--- src/design/gtww_pkg.sv ---
`timescale 1ns / 1ps
// Shared constants and types for the greedy word wrap core.
// Used by gtww_step, gtww_queue and greedy_text_word_wrap_core; no dependencies.
package gtww_pkg;

   localparam int COLUMN_BITS  = 16;
   localparam int WIDTH_BITS   = 16;
   localparam int BYTE_BITS    = 8;
   localparam int MAX_RESULTS  = 4;
   localparam int COUNT_BITS   = $clog2(MAX_RESULTS + 1);
   localparam int QUEUE_DEPTH  = 2 * MAX_RESULTS;
   localparam int PTR_BITS     = $clog2(QUEUE_DEPTH);
   localparam int FILL_BITS    = $clog2(QUEUE_DEPTH + 1);
   localparam int CMP_BITS     = (COLUMN_BITS > WIDTH_BITS) ? COLUMN_BITS : WIDTH_BITS;

   localparam logic [WIDTH_BITS-1:0] DEFAULT_WIDTH = WIDTH_BITS'(75);
   localparam logic [BYTE_BITS-1:0]  CHAR_NL       = 8'd10;
   localparam logic [BYTE_BITS-1:0]  CHAR_SP       = 8'd32;
   localparam logic [BYTE_BITS-1:0]  CHAR_TAB      = 8'd9;
   localparam logic [BYTE_BITS-1:0]  CHAR_CR       = 8'd13;

   typedef struct packed {
      logic [COLUMN_BITS-1:0] column;
      logic                   in_word;
      logic                   newline_pending;
   } wrap_state_type;

   typedef struct packed {
      logic [BYTE_BITS-1:0] out_byte;
      logic                 run_last;
   } result_type;

   typedef struct packed {
      logic [COUNT_BITS-1:0]             count;
      result_type [MAX_RESULTS-1:0]      entry;
   } push_type;

endpackage

--- src/design/gtww_step.sv ---
`timescale 1ns / 1ps
// Combinational step of the word wrap: one registered byte and the current state
// give up to four result bytes and the next state. Depends on gtww_pkg.
module gtww_step (
   input  logic [gtww_pkg::BYTE_BITS-1:0]  text_byte,
   input  logic                            file_end,
   input  logic                            stream_end,
   input  logic [gtww_pkg::WIDTH_BITS-1:0] line_width,
   input  gtww_pkg::wrap_state_type        state_cur,
   output gtww_pkg::wrap_state_type        state_next,
   output gtww_pkg::push_type              push
);
   import gtww_pkg::*;

   function automatic logic [COLUMN_BITS-1:0] bump(input logic [COLUMN_BITS-1:0] col);
      logic [COLUMN_BITS-1:0] result;
      result = (col == '1) ? col : col + COLUMN_BITS'(1);
      return result;
   endfunction

   logic is_nl;
   logic is_blank;
   logic any_end;

   assign is_nl    = (text_byte == CHAR_NL);
   assign is_blank = (text_byte == CHAR_SP) ||
                     ((text_byte >= CHAR_TAB) && (text_byte <= CHAR_CR));
   assign any_end  = file_end || stream_end;

   always_comb begin
      wrap_state_type               st;
      result_type [MAX_RESULTS-1:0] res;
      logic [COUNT_BITS-1:0]        n;
      logic [COUNT_BITS-1:0]        last_idx;
      logic                         handled;

      st       = state_cur;
      res      = '0;
      n        = '0;
      handled  = 1'b0;
      last_idx = '0;

      if (st.newline_pending) begin
         st.newline_pending = 1'b0;
         if (is_nl) begin
            res[n[1:0]].out_byte = CHAR_NL;
            n = n + COUNT_BITS'(1);
            res[n[1:0]].out_byte = CHAR_NL;
            n = n + COUNT_BITS'(1);
            st.column  = '0;
            st.in_word = 1'b0;
            handled    = 1'b1;
         end else if (st.in_word) begin
            res[n[1:0]].out_byte = CHAR_SP;
            n = n + COUNT_BITS'(1);
            st.column  = bump(st.column);
            st.in_word = 1'b0;
         end
      end

      if (!handled) begin
         if (is_nl && !any_end) begin
            st.newline_pending = 1'b1;
         end else if (is_nl || is_blank) begin
            if (st.in_word) begin
               res[n[1:0]].out_byte = CHAR_SP;
               n = n + COUNT_BITS'(1);
               st.column  = bump(st.column);
               st.in_word = 1'b0;
            end
         end else begin
            if (!st.in_word &&
                (CMP_BITS'(st.column) >= CMP_BITS'(line_width))) begin
               res[n[1:0]].out_byte = CHAR_NL;
               n = n + COUNT_BITS'(1);
               st.column = '0;
            end
            res[n[1:0]].out_byte = text_byte;
            n = n + COUNT_BITS'(1);
            st.column  = bump(st.column);
            st.in_word = 1'b1;
         end
      end

      if (stream_end) begin
         if (st.column != '0) begin
            res[n[1:0]].out_byte = CHAR_NL;
            n = n + COUNT_BITS'(1);
         end
         st = '0;
      end

      if (n != '0) begin
         last_idx = n - COUNT_BITS'(1);
         res[last_idx[1:0]].run_last = 1'b1;
      end

      state_next  = st;
      push.count  = n;
      push.entry  = res;
   end

endmodule

--- src/design/gtww_queue.sv ---
`timescale 1ns / 1ps
// Output queue of result bytes: takes up to four per cycle, gives one per cycle while rsp_ready is high.
// Depends on gtww_pkg.
module gtww_queue (
   input  logic                            clock,
   input  logic                            reset,
   input  logic                            push_en,
   input  gtww_pkg::push_type              push,
   output logic                            has_room,
   output logic                            rsp_valid,
   input  logic                            rsp_ready,
   output logic [gtww_pkg::BYTE_BITS-1:0]  rsp_out_byte,
   output logic                            rsp_run_last
);
   import gtww_pkg::*;

   result_type            mem_ff [QUEUE_DEPTH];
   logic [PTR_BITS-1:0]   wr_ptr_ff, wr_ptr_in;
   logic [PTR_BITS-1:0]   rd_ptr_ff, rd_ptr_in;
   logic [FILL_BITS-1:0]  fill_ff, fill_in;
   logic [FILL_BITS-1:0]  push_n;
   logic                  pop;

   assign pop          = rsp_valid && rsp_ready;
   assign push_n       = push_en ? FILL_BITS'(push.count) : '0;
   assign rsp_valid    = (fill_ff != '0);
   assign rsp_out_byte = mem_ff[rd_ptr_ff].out_byte;
   assign rsp_run_last = mem_ff[rd_ptr_ff].run_last;
   assign has_room     = (fill_ff <= FILL_BITS'(QUEUE_DEPTH - MAX_RESULTS));

   assign wr_ptr_in = wr_ptr_ff + PTR_BITS'(push_n);
   assign rd_ptr_in = rd_ptr_ff + PTR_BITS'(pop);
   assign fill_in   = fill_ff + push_n - FILL_BITS'(pop);

   always_ff @(posedge clock) begin
      if (reset) begin
         wr_ptr_ff <= '0;
         rd_ptr_ff <= '0;
         fill_ff   <= '0;
      end else begin
         wr_ptr_ff <= wr_ptr_in;
         rd_ptr_ff <= rd_ptr_in;
         fill_ff   <= fill_in;
      end
   end

   always_ff @(posedge clock) begin
      for (int k = 0; k < MAX_RESULTS; k++) begin
         if (push_en && (COUNT_BITS'(k) < push.count)) begin
            mem_ff[wr_ptr_ff + PTR_BITS'(k)] <= push.entry[k];
         end
      end
   end

endmodule

--- src/design/greedy_text_word_wrap_core.sv ---
`timescale 1ns / 1ps
// The core takes one text byte per request and returns the reflowed bytes, one per
// response, with run_last marking the final byte a request caused. A request is
// registered on entry and processed once the output queue has room for it; its results
// leave through that queue. Requests flow at one per cycle as long as each yields
// at most one byte on average; the eight-entry output queue must hold room for four
// bytes before a request is processed, so requests that expand into several bytes,
// or a stalled response side, hold off new requests. The line width register may be
// written only while the core is idle.
// Depends on gtww_pkg, gtww_step and gtww_queue.
module greedy_text_word_wrap_core (
   input  logic                             clock,
   input  logic                             reset,
   input  logic                             csr_wr_en,
   input  logic [gtww_pkg::WIDTH_BITS-1:0]  csr_wr_data,
   input  logic                             req_valid,
   output logic                             req_ready,
   input  logic [gtww_pkg::BYTE_BITS-1:0]   req_text_byte,
   input  logic                             req_file_end,
   input  logic                             req_stream_end,
   output logic                             rsp_valid,
   input  logic                             rsp_ready,
   output logic [gtww_pkg::BYTE_BITS-1:0]   rsp_out_byte,
   output logic                             rsp_run_last
);
   import gtww_pkg::*;

   logic [WIDTH_BITS-1:0] line_width_ff;
   wrap_state_type        state_ff, state_in;
   logic                  in_valid_ff, in_valid_in;
   logic [BYTE_BITS-1:0]  in_byte_ff;
   logic                  in_file_end_ff;
   logic                  in_stream_end_ff;
   push_type              push;
   logic                  has_room;
   logic                  fire;
   logic                  accept;

   assign fire        = in_valid_ff && has_room;
   assign req_ready   = !in_valid_ff || fire;
   assign accept      = req_valid && req_ready;
   assign in_valid_in = accept || (in_valid_ff && !fire);

   always_ff @(posedge clock) begin
      if (reset) begin
         line_width_ff <= DEFAULT_WIDTH;
         state_ff      <= '0;
         in_valid_ff   <= 1'b0;
      end else begin
         if (csr_wr_en) begin
            line_width_ff <= csr_wr_data;
         end
         if (fire) begin
            state_ff <= state_in;
         end
         in_valid_ff <= in_valid_in;
      end
   end

   always_ff @(posedge clock) begin
      if (accept) begin
         in_byte_ff       <= req_text_byte;
         in_file_end_ff   <= req_file_end;
         in_stream_end_ff <= req_stream_end;
      end
   end

   gtww_step u_step (
      .text_byte  (in_byte_ff),
      .file_end   (in_file_end_ff),
      .stream_end (in_stream_end_ff),
      .line_width (line_width_ff),
      .state_cur  (state_ff),
      .state_next (state_in),
      .push       (push)
   );

   gtww_queue u_queue (
      .clock        (clock),
      .reset        (reset),
      .push_en      (fire),
      .push         (push),
      .has_room     (has_room),
      .rsp_valid    (rsp_valid),
      .rsp_ready    (rsp_ready),
      .rsp_out_byte (rsp_out_byte),
      .rsp_run_last (rsp_run_last)
   );

endmodule

--- config.mk ---
export PLATFORM = sky130hd
export DESIGN_NAME = greedy_text_word_wrap_core
export DESIGN_NICKNAME = d
export VERILOG_FILES = /design/src/design/gtww_pkg.sv /design/src/design/gtww_step.sv /design/src/design/gtww_queue.sv /design/src/design/greedy_text_word_wrap_core.sv
export SDC_FILE = /design/constraint.sdc
export NUM_CORES = 1
export LEC_CHECK = 0
export ABC_AREA = 1
export BUFFER_PORTS_ARGS = -buffer_cell sky130_fd_sc_hd__buf_2
export CAP_MARGIN = 20
export CORE_ASPECT_RATIO = 1.4
export CORE_UTILIZATION = 50
export DETAILED_ROUTE_END_ITERATION = 12
export PLACE_DENSITY = 0.66
export SYNTH_ARGS = -nofsm -noshare
export SYNTH_HDL_FRONTEND = slang
export SYNTH_HIERARCHICAL = 1
export SYNTH_SLANG_ARGS = --single-unit
export TNS_END_PERCENT = 1
--- constraint.sdc ---
create_clock -name clock -period 6.8 [get_ports clock]
set_input_delay 1.7 -clock clock [delete_from_list [all_inputs] [get_ports clock]]
set_output_delay 1.7 -clock clock [all_outputs]
set_load 0.05 [all_outputs]
==> out/qor.yml <==
power:
  comb_power_share: 0.649
  switching_share: 0.5439
  seq_power_share: 0.207
  p_leak_nw: 6.491
  pwr-share-clk: 0.145
  power_mw: 6.186
  irDropWorstVdd_mv: 0.3309
  p_int_mw: 2.821
  p_per_area_nw_per_um2: 452.1
  switchingPower_mw: 3.364
clock_tree:
  cts.path.max_buffers: 2
  cts_tree: "yes"
  clk_pin_slew_ps: 60
  h-tree-depth: 4
  clock-root-buffer: "clkbuf_16"
  cts_num_sinks: 127
  hold_buffers: 0
  cts_buffers: 17
  insertion_delay_ps: 430
worst_setup_path:
  cpMostUsedCell: "nand2_1"
  cp.required_ps: 6910
  critPathBufInv: 8
  crit_type: "flop to flop"
  worst-path-max-fanout: 12
  cp_slowest_cell: "dfxtp_1"
  crit_family: "simple AND/OR/NAND/NOR gates"
  slowest_delay_ps: 390
  endpoint_kind: "flop"
  arrival_ps: 6530
  start_kind: "flop"
status:
  status: "completed"
sta:
  worst_pin_slew_ps: 1208
  maxSlewHeadroom: 0.1918
  final-setup-viol-count: 0
  layout_min_cycle_time_ps: 6416
  report.final.slew_viol_count: 0
  setup_ws_ps: 383.6
  period_share: 0.9436
  hold_viol: 0
  holdWs_ps: 465.8
  finalClockSkew_ps: 8.739
  rsz0062_at_grt: "true"
  max_freq_mhz: 155.9
synthesis:
  async_flop_share: 0
  synth_flop_cell: "edfxtp_1"
  yosys_warnings: 6
  syn-num-nets: 2027
  synth_edf_count: 82
  yosysSeqAreaShare: 0.2755
  synthCells: 1952
  netlist_area_um2: 12210
  yosysUniqueCellTypes: 51
  ys_ff_latch: 127
  syn_avg_cell_area_um2: 6.254
route:
  vias: 13230
  routed_wl_um: 46690
  via_per_inst: 5.646
  drc: 0
  wl_met2_um: 23690
  ant_nets: 0
  wl_met3_um: 2709
  wl_met1_um: 15750
  dr.first_iter.drc_count: 1085
  top_layer_used: "met4"
  dr.pass1.iters: 8
  wire_per_inst_um: 19.93
min_path:
  hp-class: "flop to flop"
grt:
  grt_util_all_layers: 0.3761
  grt_pass1_wl_um: 70300
  grt_pass1_vias: 12540
  antenna_found_initial: 0
  grt_remaining_overflow: 0
  grt_max_degree: 38
run:
  max-cap-violations: 0
layout:
  fillers: 2476
  drive_gt1_frac: 0.1466
  fin_util: 0.5707
  ff_latch_area_um2: 3363
  multi_input_area_um2: 7503
  final_cells: 2343
  antenna_cells: 0
  nets: 2095
  syn_to_final_growth_pct: 12.07
place:
  port_buffers: 41
  globalplace.congestion: 1.043
  dp_slack_ps: 54.83
  hpwlAfterDp_um: 36000
  place_inst: 2305
floorplanning:
  core_area_um2: 23980
  fp.dieH_um: 186.9
  die_w_um: 134.1
  num_rows: 67
  ioPinCount: 42
  dieArea_um2: 25050
  initial_core_util: 0.5092
[cells in the mapped netlist, types with 5 or more instances]
cell | instances | area [um2]
a21oi_1 | 43 | 215.2
buf_2 | 18 | 90.09
buf_4 | 9 | 67.56
buf_6 | 15 | 168.9
clkbuf_1 | 31 | 116.4
clkinv_1 | 6 | 22.52
dfxtp_1 | 45 | 900.9
edfxtp_1 | 82 | 2462
ha_1 | 42 | 525.5
inv_1 | 231 | 867.1
inv_2 | 24 | 90.09
mux2i_1 | 18 | 180.2
nand2_1 | 620 | 2327
nand2_2 | 19 | 118.9
nand2_4 | 12 | 135.1
nand3_1 | 184 | 920.9
nand3_2 | 6 | 60.06
nand3b_1 | 5 | 37.54
nand4_1 | 22 | 137.6
nor2_1 | 204 | 765.7
nor2_2 | 21 | 131.4
nor2_4 | 22 | 247.7
nor3_1 | 25 | 125.1
o211ai_1 | 5 | 37.54
o21ai_0 | 145 | 725.7
o21ai_1 | 37 | 185.2
o22ai_1 | 18 | 112.6
[metal layers]
metal  GRT usage  vias up
met4      0.3142        0
met2      0.6804      586
li1            -     6406
met1      0.3751     6041
met3     0.05393      195
met5           0        -
[logic make-up (layout without fill, tap and decap cells)]
logic type / count (synthesis) / in the layout / share of synthesized area
buffers and inverters: 340 / 420 / 0.1202
xor gates and xnor gates: 8 / 8 / 0.005739
and+or+nand+nor: 1156 / 1157 / 0.4257
DFF: 127 / 127 / 0.2755
AOI/OAI and AO/OA: 259 / 259 / 0.1117
adders and majority gates: 44 / 44 / 0.04633
muxes: 18 / 18 / 0.01476
[sequential cells by signal, indices dropped and copies added, names as in the netlist]
register and cells:
u_queue/mem_ff 72, state_ff 18, in_valid_ff 1, line_width_ff 16
u_queue/rd_ptr_ff 3, u_queue/wr_ptr_ff 3, in_stream_end_ff 1, u_queue/fill_ff 4
in_byte_ff 8, in_file_end_ff 1
[power by group through the flow]
stage	Combinational, mW	Sequential, mW	Clock, mW
3_3_place_gp	3.82	1.29	0
5_1_grt	4.31	1.29	0.947
2_1_floorplan	2.50	1.24	0
3_5_place_dp	3.84	1.29	0
6_report	4.01	1.28	0.896
4_1_cts	3.85	1.27	0.911
[metrics by stage]
stage               setup TNS [ps]  cell area, um2
finish                           0           13680
CTS                              0           13510
global route                 -4790           13680
floorplan                        0           12210
detailed placement               0           12940
global placement                 0           12910
[final timing paths]
path / endpoint / slack (ps) / depth (start not counted) / startpoint
hold reg to reg: line_width_ff[6] / 470 / 2 / line_width_ff[6]
setup reg to reg: u_queue/mem_ff[7][4] / 380 / 44 / state_ff[3]
hold / removal: line_width_ff[6] / 470 / 2 / line_width_ff[6]
setup / recovery: u_queue/mem_ff[7][4] / 380 / 44 / state_ff[3]
[worst register-to-register path, delay by kind of cell, from the launching register on]
family | cells | cell delay [ps]
adders and majority gates | 3 | 730
buffers and inverters | 8 | 890
DFF | 1 | 390
AOI/OAI and AO/OA | 3 | 530
and+or+nand+nor | 29 | 3350
xor gates and xnor gates | 1 | 180
[cell usage in the layout (no fill, tap or decap), types with 5 or more instances in the layout]
master     count
nand2_2       22
nand3_2        7
nor3_1        25
o22ai_1       18
mux2i_1       18
clkinv_1       7
o211ai_1       5
nand2_4       17
inv_1        229
buf_4         82
clkbuf_16     17
nand2_1      611
ha_1          40
inv_2         23
o21ai_1       41
nand3_1      183
a21oi_1       41
nand4_1       22
dfxtp_1       45
o21ai_0      141
nor2_4        25
nand3b_1       5
nor2_1       201
buf_2         41
nor2_2        21
edfxtp_1      82
[cell type report]
cell class,instances,share of cell area
clock buffer,18,0.03137
clock inverter,14,0.01052
inverter,263,0.07298
multi-input combinational,1486,0.5484
sequential,127,0.2458
tap,310,0.02835
timing repair buffer,125,0.06255
[what timing repair did]
action,4_1_cts,5_1_grt
setup buffers,0,4
gates resized for setup,0,40
setup endpoints to repair,0,150
No activity file was read; power rests on OpenSTA's default activity.
